[config.mk]
export PLATFORM = sky130hd
export DESIGN_NAME = header_length_checksum_frame_checker_unit
export DESIGN_NICKNAME = d
export VERILOG_FILES = /design/src/design/hlcfc_pkg.sv /design/src/design/header_length_checksum_frame_checker_unit.sv
export SDC_FILE = /design/constraint.sdc
export NUM_CORES = 1
export LEC_CHECK = 0
export ABC_AREA = 1
export BUFFER_PORTS_ARGS = -buffer_cell sky130_fd_sc_hd__buf_4
export CAP_MARGIN = 10
export CORE_ASPECT_RATIO = 1.25
export CORE_UTILIZATION = 45
export DETAILED_ROUTE_END_ITERATION = 7
export PLACE_DENSITY = 0.73
export RECOVER_POWER = 50
export SLEW_MARGIN = 20
export SYNTH_ARGS = -nofsm -noshare
export SYNTH_HDL_FRONTEND = slang
export SYNTH_SLANG_ARGS = --single-unit
[constraint.sdc]
create_clock -name clk -period 5.19 [get_ports clk]
set_clock_uncertainty 0.1 [all_clocks]
set_input_delay 0.7785 -clock clk [delete_from_list [all_inputs] [get_ports clk]]
set_output_delay 0.7785 -clock clk [all_outputs]
set_load 0.1 [all_outputs]
[src/design/hlcfc_pkg.sv]
// package for the header/length/checksum frame checker
// holds header byte constants, frame positions, status codes and field widths
// no dependencies
package hlcfc_pkg;

	localparam int BYTE_W = 8;
	localparam int POS_W = 9;
	localparam int STATUS_W = 3;
	localparam int OUT_DATA_W = 32;

	localparam logic [BYTE_W-1:0] HDR0 = 8'h24;
	localparam logic [BYTE_W-1:0] HDR1 = 8'h44;
	localparam logic [BYTE_W-1:0] HDR2 = 8'h54;
	localparam logic [BYTE_W-1:0] HDR3 = 8'h3A;
	localparam logic [POS_W-1:0] FRAME_OVERHEAD = 9'd8;

	localparam logic [POS_W-1:0] POS_HUNT = 9'd0;
	localparam logic [POS_W-1:0] POS_TYPE = 9'd4;
	localparam logic [POS_W-1:0] POS_LEN = 9'd5;

	localparam logic [STATUS_W-1:0] ST_WAITING = 3'd0;
	localparam logic [STATUS_W-1:0] ST_INCOMPLETE = 3'd1;
	localparam logic [STATUS_W-1:0] ST_VALID = 3'd2;
	localparam logic [STATUS_W-1:0] ST_HDR_ERR = 3'd3;
	localparam logic [STATUS_W-1:0] ST_CK_ERR = 3'd4;

	function automatic logic [BYTE_W-1:0] hdr_byte(input logic [1:0] idx);
		logic [BYTE_W-1:0] r;
		case (idx)
			2'd0: r = HDR0;
			2'd1: r = HDR1;
			2'd2: r = HDR2;
			2'd3: r = HDR3;
			default: r = HDR0;
		endcase
		return r;
	endfunction

endpackage

[src/design/header_length_checksum_frame_checker_unit.sv]
// top level of the header/length/checksum frame checker
// one input register stage and one output register stage, one result per byte
// depends on hlcfc_pkg
//
// Checks received bytes against frames of the form "$DT:", type, length L,
// L payload bytes, an 8-bit wrapping sum of the payload and an end byte that
// is not checked. Every input transfer yields one output transfer carrying a
// status (waiting, incomplete, frame valid, header error, checksum error), the
// type and length of the current frame, and the byte itself when it is payload
// (flagged on tuser). A byte passes from the input register to the output
// register, and a new byte is taken every cycle while the output side keeps
// up; the only loop is the frame position, running sum and held fields,
// updated together as the byte moves into the output register.
module header_length_checksum_frame_checker_unit (
	input  logic clk,
	input  logic arst_n,
	input  logic s_axis_tvalid,
	output logic s_axis_tready,
	input  logic [hlcfc_pkg::BYTE_W-1:0] s_axis_tdata, // [7:0] rx_byte
	output logic m_axis_tvalid,
	input  logic m_axis_tready,
	// [2:0] status, [10:3] frame_type, [18:11] payload_length,
	// [26:19] payload_byte, [31:27] zero
	output logic [hlcfc_pkg::OUT_DATA_W-1:0] m_axis_tdata,
	output logic m_axis_tuser // [0] payload_strobe
);
	import hlcfc_pkg::*;

	logic s1_valid_s1;
	logic [BYTE_W-1:0] byte_s1;
	logic out_valid_s2;
	logic [OUT_DATA_W-1:0] out_data_s2;
	logic out_user_s2;

	logic [POS_W-1:0] pos_q;
	logic [BYTE_W-1:0] sum_q;
	logic [BYTE_W-1:0] type_q;
	logic [BYTE_W-1:0] len_q;
	logic match_q;

	logic advance;
	logic [POS_W-1:0] ck_pos;
	logic [POS_W-1:0] pos_d;
	logic [BYTE_W-1:0] sum_d;
	logic [BYTE_W-1:0] type_d;
	logic [BYTE_W-1:0] len_d;
	logic match_d;
	logic [STATUS_W-1:0] status_d;
	logic strobe_d;

	assign advance = s1_valid_s1 && (!out_valid_s2 || m_axis_tready);
	assign s_axis_tready = !s1_valid_s1 || advance;
	assign ck_pos = {1'b0, len_q} + FRAME_OVERHEAD - 9'd2;

	always_comb begin
		pos_d = pos_q;
		sum_d = sum_q;
		type_d = type_q;
		len_d = len_q;
		match_d = match_q;
		status_d = ST_INCOMPLETE;
		strobe_d = 1'b0;
		if (pos_q == POS_HUNT) begin
			if (byte_s1 == HDR0) begin
				pos_d = 9'd1;
			end else begin
				status_d = ST_WAITING;
			end
		end else if (pos_q < POS_TYPE) begin
			if (byte_s1 == hdr_byte(pos_q[1:0])) begin
				pos_d = pos_q + 9'd1;
			end else begin
				status_d = ST_HDR_ERR;
				pos_d = POS_HUNT;
			end
		end else if (pos_q == POS_TYPE) begin
			type_d = byte_s1;
			pos_d = POS_LEN;
		end else if (pos_q == POS_LEN) begin
			len_d = byte_s1;
			sum_d = '0;
			match_d = 1'b0;
			pos_d = POS_LEN + 9'd1;
		end else if (pos_q < ck_pos) begin
			sum_d = sum_q + byte_s1;
			strobe_d = 1'b1;
			pos_d = pos_q + 9'd1;
		end else if (pos_q == ck_pos) begin
			match_d = (sum_q == byte_s1);
			pos_d = pos_q + 9'd1;
		end else begin
			status_d = match_q ? ST_VALID : ST_CK_ERR;
			pos_d = POS_HUNT;
		end
	end

	always_ff @(posedge clk or negedge arst_n) begin
		if (!arst_n) begin
			s1_valid_s1 <= 1'b0;
			out_valid_s2 <= 1'b0;
			pos_q <= '0;
			sum_q <= '0;
			type_q <= '0;
			len_q <= '0;
			match_q <= 1'b0;
		end else begin
			if (s_axis_tready) begin
				s1_valid_s1 <= s_axis_tvalid;
			end
			if (advance) begin
				out_valid_s2 <= 1'b1;
				pos_q <= pos_d;
				sum_q <= sum_d;
				type_q <= type_d;
				len_q <= len_d;
				match_q <= match_d;
			end else if (m_axis_tready) begin
				out_valid_s2 <= 1'b0;
			end
		end
	end

	always_ff @(posedge clk) begin
		if (s_axis_tready && s_axis_tvalid) begin
			byte_s1 <= s_axis_tdata;
		end
		if (advance) begin
			out_data_s2 <= {5'd0, (strobe_d ? byte_s1 : 8'd0), len_d, type_d, status_d};
			out_user_s2 <= strobe_d;
		end
	end

	assign m_axis_tvalid = out_valid_s2;
	assign m_axis_tdata = out_data_s2;
	assign m_axis_tuser = out_user_s2;

	a_strobe_incomplete: assert property (@(posedge clk) disable iff (!arst_n)
		m_axis_tvalid && m_axis_tuser |-> m_axis_tdata[2:0] == ST_INCOMPLETE)
		else $error("payload transfer without incomplete status");

	a_no_byte_without_strobe: assert property (@(posedge clk) disable iff (!arst_n)
		m_axis_tvalid && !m_axis_tuser |-> m_axis_tdata[26:19] == 8'd0)
		else $error("payload byte set without strobe");

	a_pos_bound: assert property (@(posedge clk) disable iff (!arst_n)
		pos_q <= {1'b0, len_q} + FRAME_OVERHEAD - 9'd1)
		else $error("frame position past end byte");

	a_hold_on_stall: assert property (@(posedge clk) disable iff (!arst_n)
		out_valid_s2 && !m_axis_tready |=> $stable(pos_q) && $stable(sum_q))
		else $error("frame state moved while output stalled");

endmodule

After elaboration in Yosys (flattened, before gate mapping)

Cells that the tools add are included.

Logic and storage cells: 84
Memory bits (writable): 0
Latch bits: 0
Input port bits: 12
Output and inout bits: 35
ROM bits: 0
Memories kept: 0
Flip-flop bits (word level): 72

Add/sub/neg operators: 4
Bitwise gates (word level): 3
Shift-type cells: 0
Reductions and logical operators: 14
Magnitude comparators: 2
$mul: 0
Div/mod/pow operators: 0
Mux-type cells: 39
Equal/unequal tests: 11

Operators by type and width:

| cell                                                                         | number |
|---|---|
| 8-bit two-way mux                                                            | 11 |
| 9-bit two-way mux                                                            | 8 |
| 8-bit one-hot mux with 4 select lines                                        | 1 |
| 3-bit two-way mux                                                            | 7 |
| 9-bit by 3-bit equality test with 1-bit output, second input constant        | 2 |
| 8-bit equality test                                                          | 2 |
| 1-bit two-way mux                                                            | 11 |
| 8-bit by 4-bit adder with 9-bit output, second input constant                | 1 |
| 9-bit by 1-bit adder with 9-bit output, second input constant                | 1 |
| 9-bit equality test                                                          | 1 |
| 9-bit zero test                                                              | 1 |
| 9-bit by 3-bit less-than comparator with 1-bit output, second input constant | 1 |
| 9-bit less-than comparator                                                   | 1 |
| 9-bit by 2-bit subtractor with 9-bit output, second input constant           | 1 |
| 8-bit adder                                                                  | 1 |
| 8-bit by 6-bit equality test with 1-bit output, second input constant        | 1 |
| 6-bit AND reduction                                                          | 1 |
| 2-bit nonzero test                                                           | 3 |
| 5-bit AND reduction                                                          | 1 |
| 2-bit equality test, second input constant                                   | 2 |
| 1-bit inverter                                                               | 3 |
| 2-bit by 1-bit equality test with 1-bit output, second input constant        | 1 |
| 1-bit logical AND                                                            | 2 |
| 1-bit zero test                                                              | 2 |
| 6 further kinds                                                              | 7 |

Depth between registers and ports, before layout

Depth in word-level cells: 9
Mapped depth: 16
Gate-level depth less buffers: 16

Worst setup path after synthesis

No wires, ideal clock.

Kind: register -> output
From: register out_valid_s2, in the netlist m_axis_tvalid
To: output port s_axis_tready
Data required time: 4.312 ns
Stages on the path, launching flop included: 2
Path slack: 2.370 ns
Arrival time: 1.941 ns
Path through: dfrtp_1 > nand3_1

Cells in the longest elaborated chain, start to end: 4

RTL lines:

| item                     | RTL line                                         | text |
|---|---|---|
| start: declaration       | header_length_checksum_frame_checker_unit.sv:31  | `logic out_valid_s2;` |
| start signal: assignment | header_length_checksum_frame_checker_unit.sv:100 | `out_valid_s2 <= 1'b0;` |
| start signal: assignment | header_length_checksum_frame_checker_unit.sv:111 | `out_valid_s2 <= 1'b1;` |
| start signal: assignment | header_length_checksum_frame_checker_unit.sv:118 | `out_valid_s2 <= 1'b0;` |
| 1-bit zero test          | header_length_checksum_frame_checker_unit.sv:51  | `assign advance = s1_valid_s1 && (!out_valid_s2 \|\| m_axis_tready);` |
| 1-bit logical OR         | header_length_checksum_frame_checker_unit.sv:51  |  |
| 1-bit logical AND        | header_length_checksum_frame_checker_unit.sv:51  |  |
| 1-bit logical OR         | header_length_checksum_frame_checker_unit.sv:52  | `assign s_axis_tready = !s1_valid_s1 \|\| advance;` |
| end: declaration         | header_length_checksum_frame_checker_unit.sv:18  | `output logic s_axis_tready,` |

Every way passes these cells.

Final worst setup path

From: register pos_q[0]
To: register sum_q[5]

Cells in the longest elaborated chain, start to end: 3
Elaborated cells between the ends (all ways): 11
Classes of those cells: 2 x order compare; 2 x eq/ne; 1 x mux; 3 x bitwise; 3 x reduce/logical

RTL lines:

| item                                                                         | RTL line                                         | text |
|---|---|---|
| start: declaration                                                           | header_length_checksum_frame_checker_unit.sv:35  | `logic [POS_W-1:0] pos_q;` |
| start signal: assignment                                                     | header_length_checksum_frame_checker_unit.sv:112 | `pos_q <= pos_d;` |
| 9-bit less-than comparator (tied with other cells)                           | header_length_checksum_frame_checker_unit.sv:84  | `end else if (pos_q < ck_pos) begin` |
| 2-bit nonzero test (no source line) / 1-bit inverter (equally long branches) | -                                                |  |
| 5-bit AND reduction (no source line)                                         | -                                                |  |
| end signal: assignment                                                       | header_length_checksum_frame_checker_unit.sv:113 | `sum_q <= sum_d;` |
| end: declaration                                                             | header_length_checksum_frame_checker_unit.sv:36  | `logic [BYTE_W-1:0] sum_q;` |

Parallel ways exist; a longest one is shown, timed or not.
A chain may end at the register's enable or synchronous reset.

==> impl_metrics.env <==
export IMPL_cts_root_buffer="clkbuf_8"
export IMPL_gp_congestion=0.8584
export IMPL_postRouteAntennaNets=0
export IMPL_worst_pin_slew_ns=2.129
export IMPL_startpoint_type="register"
export IMPL_ys_types=39
export IMPL_cts_sinks=72
export IMPL_clkLatencyLatePin_ns=0.34
export IMPL_core_area_mm2=0.008701
export IMPL_finalSetupViolations=0
export IMPL_grt_usage_pct=19.50
export IMPL_ctsResizeCount=0
export IMPL_yosys_area_top_type="edfxtp_1"
export IMPL_yosysWarnings=0
export IMPL_die_area_mm2=0.009360
export IMPL_gr_total_overflow=0
export IMPL_cts_buffer_depth=2
export IMPL_final_cell_area_mm2=0.004514
export IMPL_synth_avg_cell_area_um2=8.877
export IMPL_synth_top_cell_area_share_pct=26.77
export IMPL_antenna_found_initial=0
export IMPL_viasPerCell=4.982
export IMPL_failed_checks="capacitance limit, slew limit"
export IMPL_io_buffers=41
export IMPL_r2r_start="pos_q[0]$_DFFE_PN0P_"
export IMPL_area_growth_syn_to_layout_pct=11.77
export IMPL_die_height_um=107.9
export IMPL_wl_um=8362
export IMPL_fin_crit_sh_pct=56.19
export IMPL_cts_setup_buffers=0
export IMPL_rows=38
export IMPL_grt_pass1_wl_um=13860
export IMPL_n_antenna_cell=0
export IMPL_cp_end_kind="register"
export IMPL_place_area_mm2=0.004432
export IMPL_power_frac_seq_pct=30.5
export IMPL_met3_usage_pct=3.834
export IMPL_route_detailed_drc=0
export IMPL_intPower_w=0.001463
export IMPL_clkTransAtPathRegs_ns=0.07
export IMPL_required_ns=5.32
export IMPL_worstHoldPathType="register to register"
export IMPL_grt_max_degree=48
export IMPL_n_fill_cell=813
export IMPL_htreeDepth=3
export IMPL_ir_drop_mv=0.1969
export IMPL_reg2reg_slack_ns=2.27
export IMPL_cts_tree="yes"
export IMPL_grt_pass1_vias=2922
export IMPL_io_pins=47
export IMPL_cp_max_fo=19
export IMPL_gr_max_usage_layer="met2"
export IMPL_syn_area_mm2=0.004039
export IMPL_ys_seq_area_share_pct=49.07
export IMPL_synth_edf_count=36
export IMPL_yosys_top_cells_count="129 x nand2_1, 52 x inv_1, 36 x dfrtp_1, 36 x edfxtp_1, 31 x nor2_1"
export IMPL_drt_first_pass_iters=4
export IMPL_fmax_mhz=342.9
export IMPL_drt_initial_drc_count=181
export IMPL_outcome="complete, but fails checks"
export IMPL_crit_type="register to register"
export IMPL_synth_cells=455
export IMPL_grtUsageMet1_pct=24.45
export IMPL_num_vias=3109
export IMPL_synth_seq_cells=72
export IMPL_final_net_count=535
export IMPL_cts_buffers_inserted=9
export IMPL_leakagePower_nw=2.108
export IMPL_combinationalPowerShare_pct=53.9
export IMPL_crit_start="pos_q[0]$_DFFE_PN0P_"
export IMPL_hp_start="type_q[5]$_DFFE_PN0P_"
export IMPL_power_density_mw_per_mm2=676.3
export IMPL_hpwlAfterDp_um=6160
export IMPL_rsz0062_at_grt="false"
export IMPL_cp_data_arrival_time_ns=3.05
export IMPL_cap_violations=1
export IMPL_p_sw_w=0.001590
export IMPL_clkPwrFrac_pct=15.6
export IMPL_synth_area_leaders="edfxtp_1 27%, dfrtp_1 22%, nand2_1 12%, ha_1 7.1%, inv_1 4.8%"
export IMPL_tns_ns=0
export IMPL_met2_usage_pct=32.60
export IMPL_ctsHoldBuffers=0
export IMPL_finalHoldViolCount=0
export IMPL_synthMostInstantiatedCell="nand2_1"
export IMPL_final_min_clock_period_ns=2.916
export IMPL_synthArstFlopShare_pct=50.00
export IMPL_ys_flop_type="edfxtp_1"
export IMPL_wl_per_cell_um=13.40
export IMPL_drive_above_1_share_pct=9.921
export IMPL_start_util_pct=46.42
export IMPL_die_w_um=86.74
export IMPL_slew_violations=37
export IMPL_netSwitchingFraction_pct=52.09
export IMPL_slew_headroom_pct=-41.91
==> kinds of logic after synthesis <==
kind of cell | after synthesis | synth area share (%)
compound gates | 60 | 8.519
simple gates | 215 | 24.29
other cells | 1 | 0.09285
flops | 72 | 49.07
buf+inv | 69 | 7.373
fa+ha+maj | 24 | 7.621
xor+xnor | 14 | 3.036
==> path summary, 6_finish.rpt <==
path	depth (start not counted)	end
max reg2reg	11	sum_q[5]$_DFFE_PN0P_
max in group asynchronous	1	type_q[2]$_DFFE_PN0P_
min in group asynchronous	1	pos_q[7]$_DFFE_PN0P_
min	2	type_q[5]$_DFFE_PN0P_
max	11	sum_q[5]$_DFFE_PN0P_
min reg2reg	2	type_q[5]$_DFFE_PN0P_
==> per-stage QoR <==
stage | setup WS (ns) | utilization, % | power (W) | cells | hold slack (ns)
after floorplan | 2.370 | - | 0.002306 | 459 | 0.3493
after global placement | 2.465 | 50.93 | 0.002608 | 608 | 0.3623
after detailed placement | 2.375 | 50.93 | 0.002643 | 608 | 0.3657
after CTS | 2.332 | 53.38 | 0.003129 | 624 | 0.2943
after global routing | 2.020 | 51.88 | 0.003263 | 624 | 0.3974
final | 2.274 | 51.88 | 0.003053 | 624 | 0.3829
==> sequential cells by signal, indices dropped and copies added (netlist names) <==
register       flops
m_axis_tuser       1
len_q              8
byte_s1            8
type_q             8
pos_q              9
m_axis_tdata      27
m_axis_tvalid      1
match_q            1
sum_q              8
s1_valid_s1        1
==> final cells by class <==
class / instances / area (um2) / area share, %
clock inverters: 5 / 81.33 / 1.802
repair buffers: 42 / 202.7 / 4.490
multi-input cells: 318 / 1757 / 38.91
clock buffers: 11 / 131.4 / 2.910
inverters: 56 / 210.2 / 4.656
well taps: 120 / 150.1 / 3.326
flip-flops and latches: 72 / 1982 / 43.90
==> metal layers <==
layer  up-vias  part of all wire (%)
met3         8                   4.5
li1       1573                     -
met4         0                   1.6
met1      1446                    44
met5         -                     0
met2        82                    50
==> worst max-delay path: stages (launching register included) <==
cell and delay [ns]:
dfrtp_1 0.46, inv_1 0.16, ha_1 0.17, inv_1 0.04, nor2_1 0.19, nand4_1 0.70
nand2_2 0.33, nor2_1 0.11, nand2_1 0.33, inv_1 0.08, nand3_1 0.07, nand2_1 0.05
==> power groups by stage <==
stage	clock [W]	sequential [W]	combinational, W
final	0.000476	0.000932	0.00164
after floorplan	0	0.00143	0.000881
after CTS	0.000491	0.000933	0.00170
after detailed placement	0	0.000943	0.00170
after global placement	0	0.000940	0.00167
after global routing	0.000507	0.000952	0.00180
==> placed cells by master, fill, tap and decap left out, types with 15 or more instances in the layout <==
cell type / instances
nand3_1: 26
inv_1: 52
clkbuf_1: 32
ha_1: 23
nor2_1: 32
edfxtp_1: 36
a21oi_1: 17
o21ai_1: 15
nand2_1: 129
dfrtp_1: 36
Power figures use the tool's default switching activity.
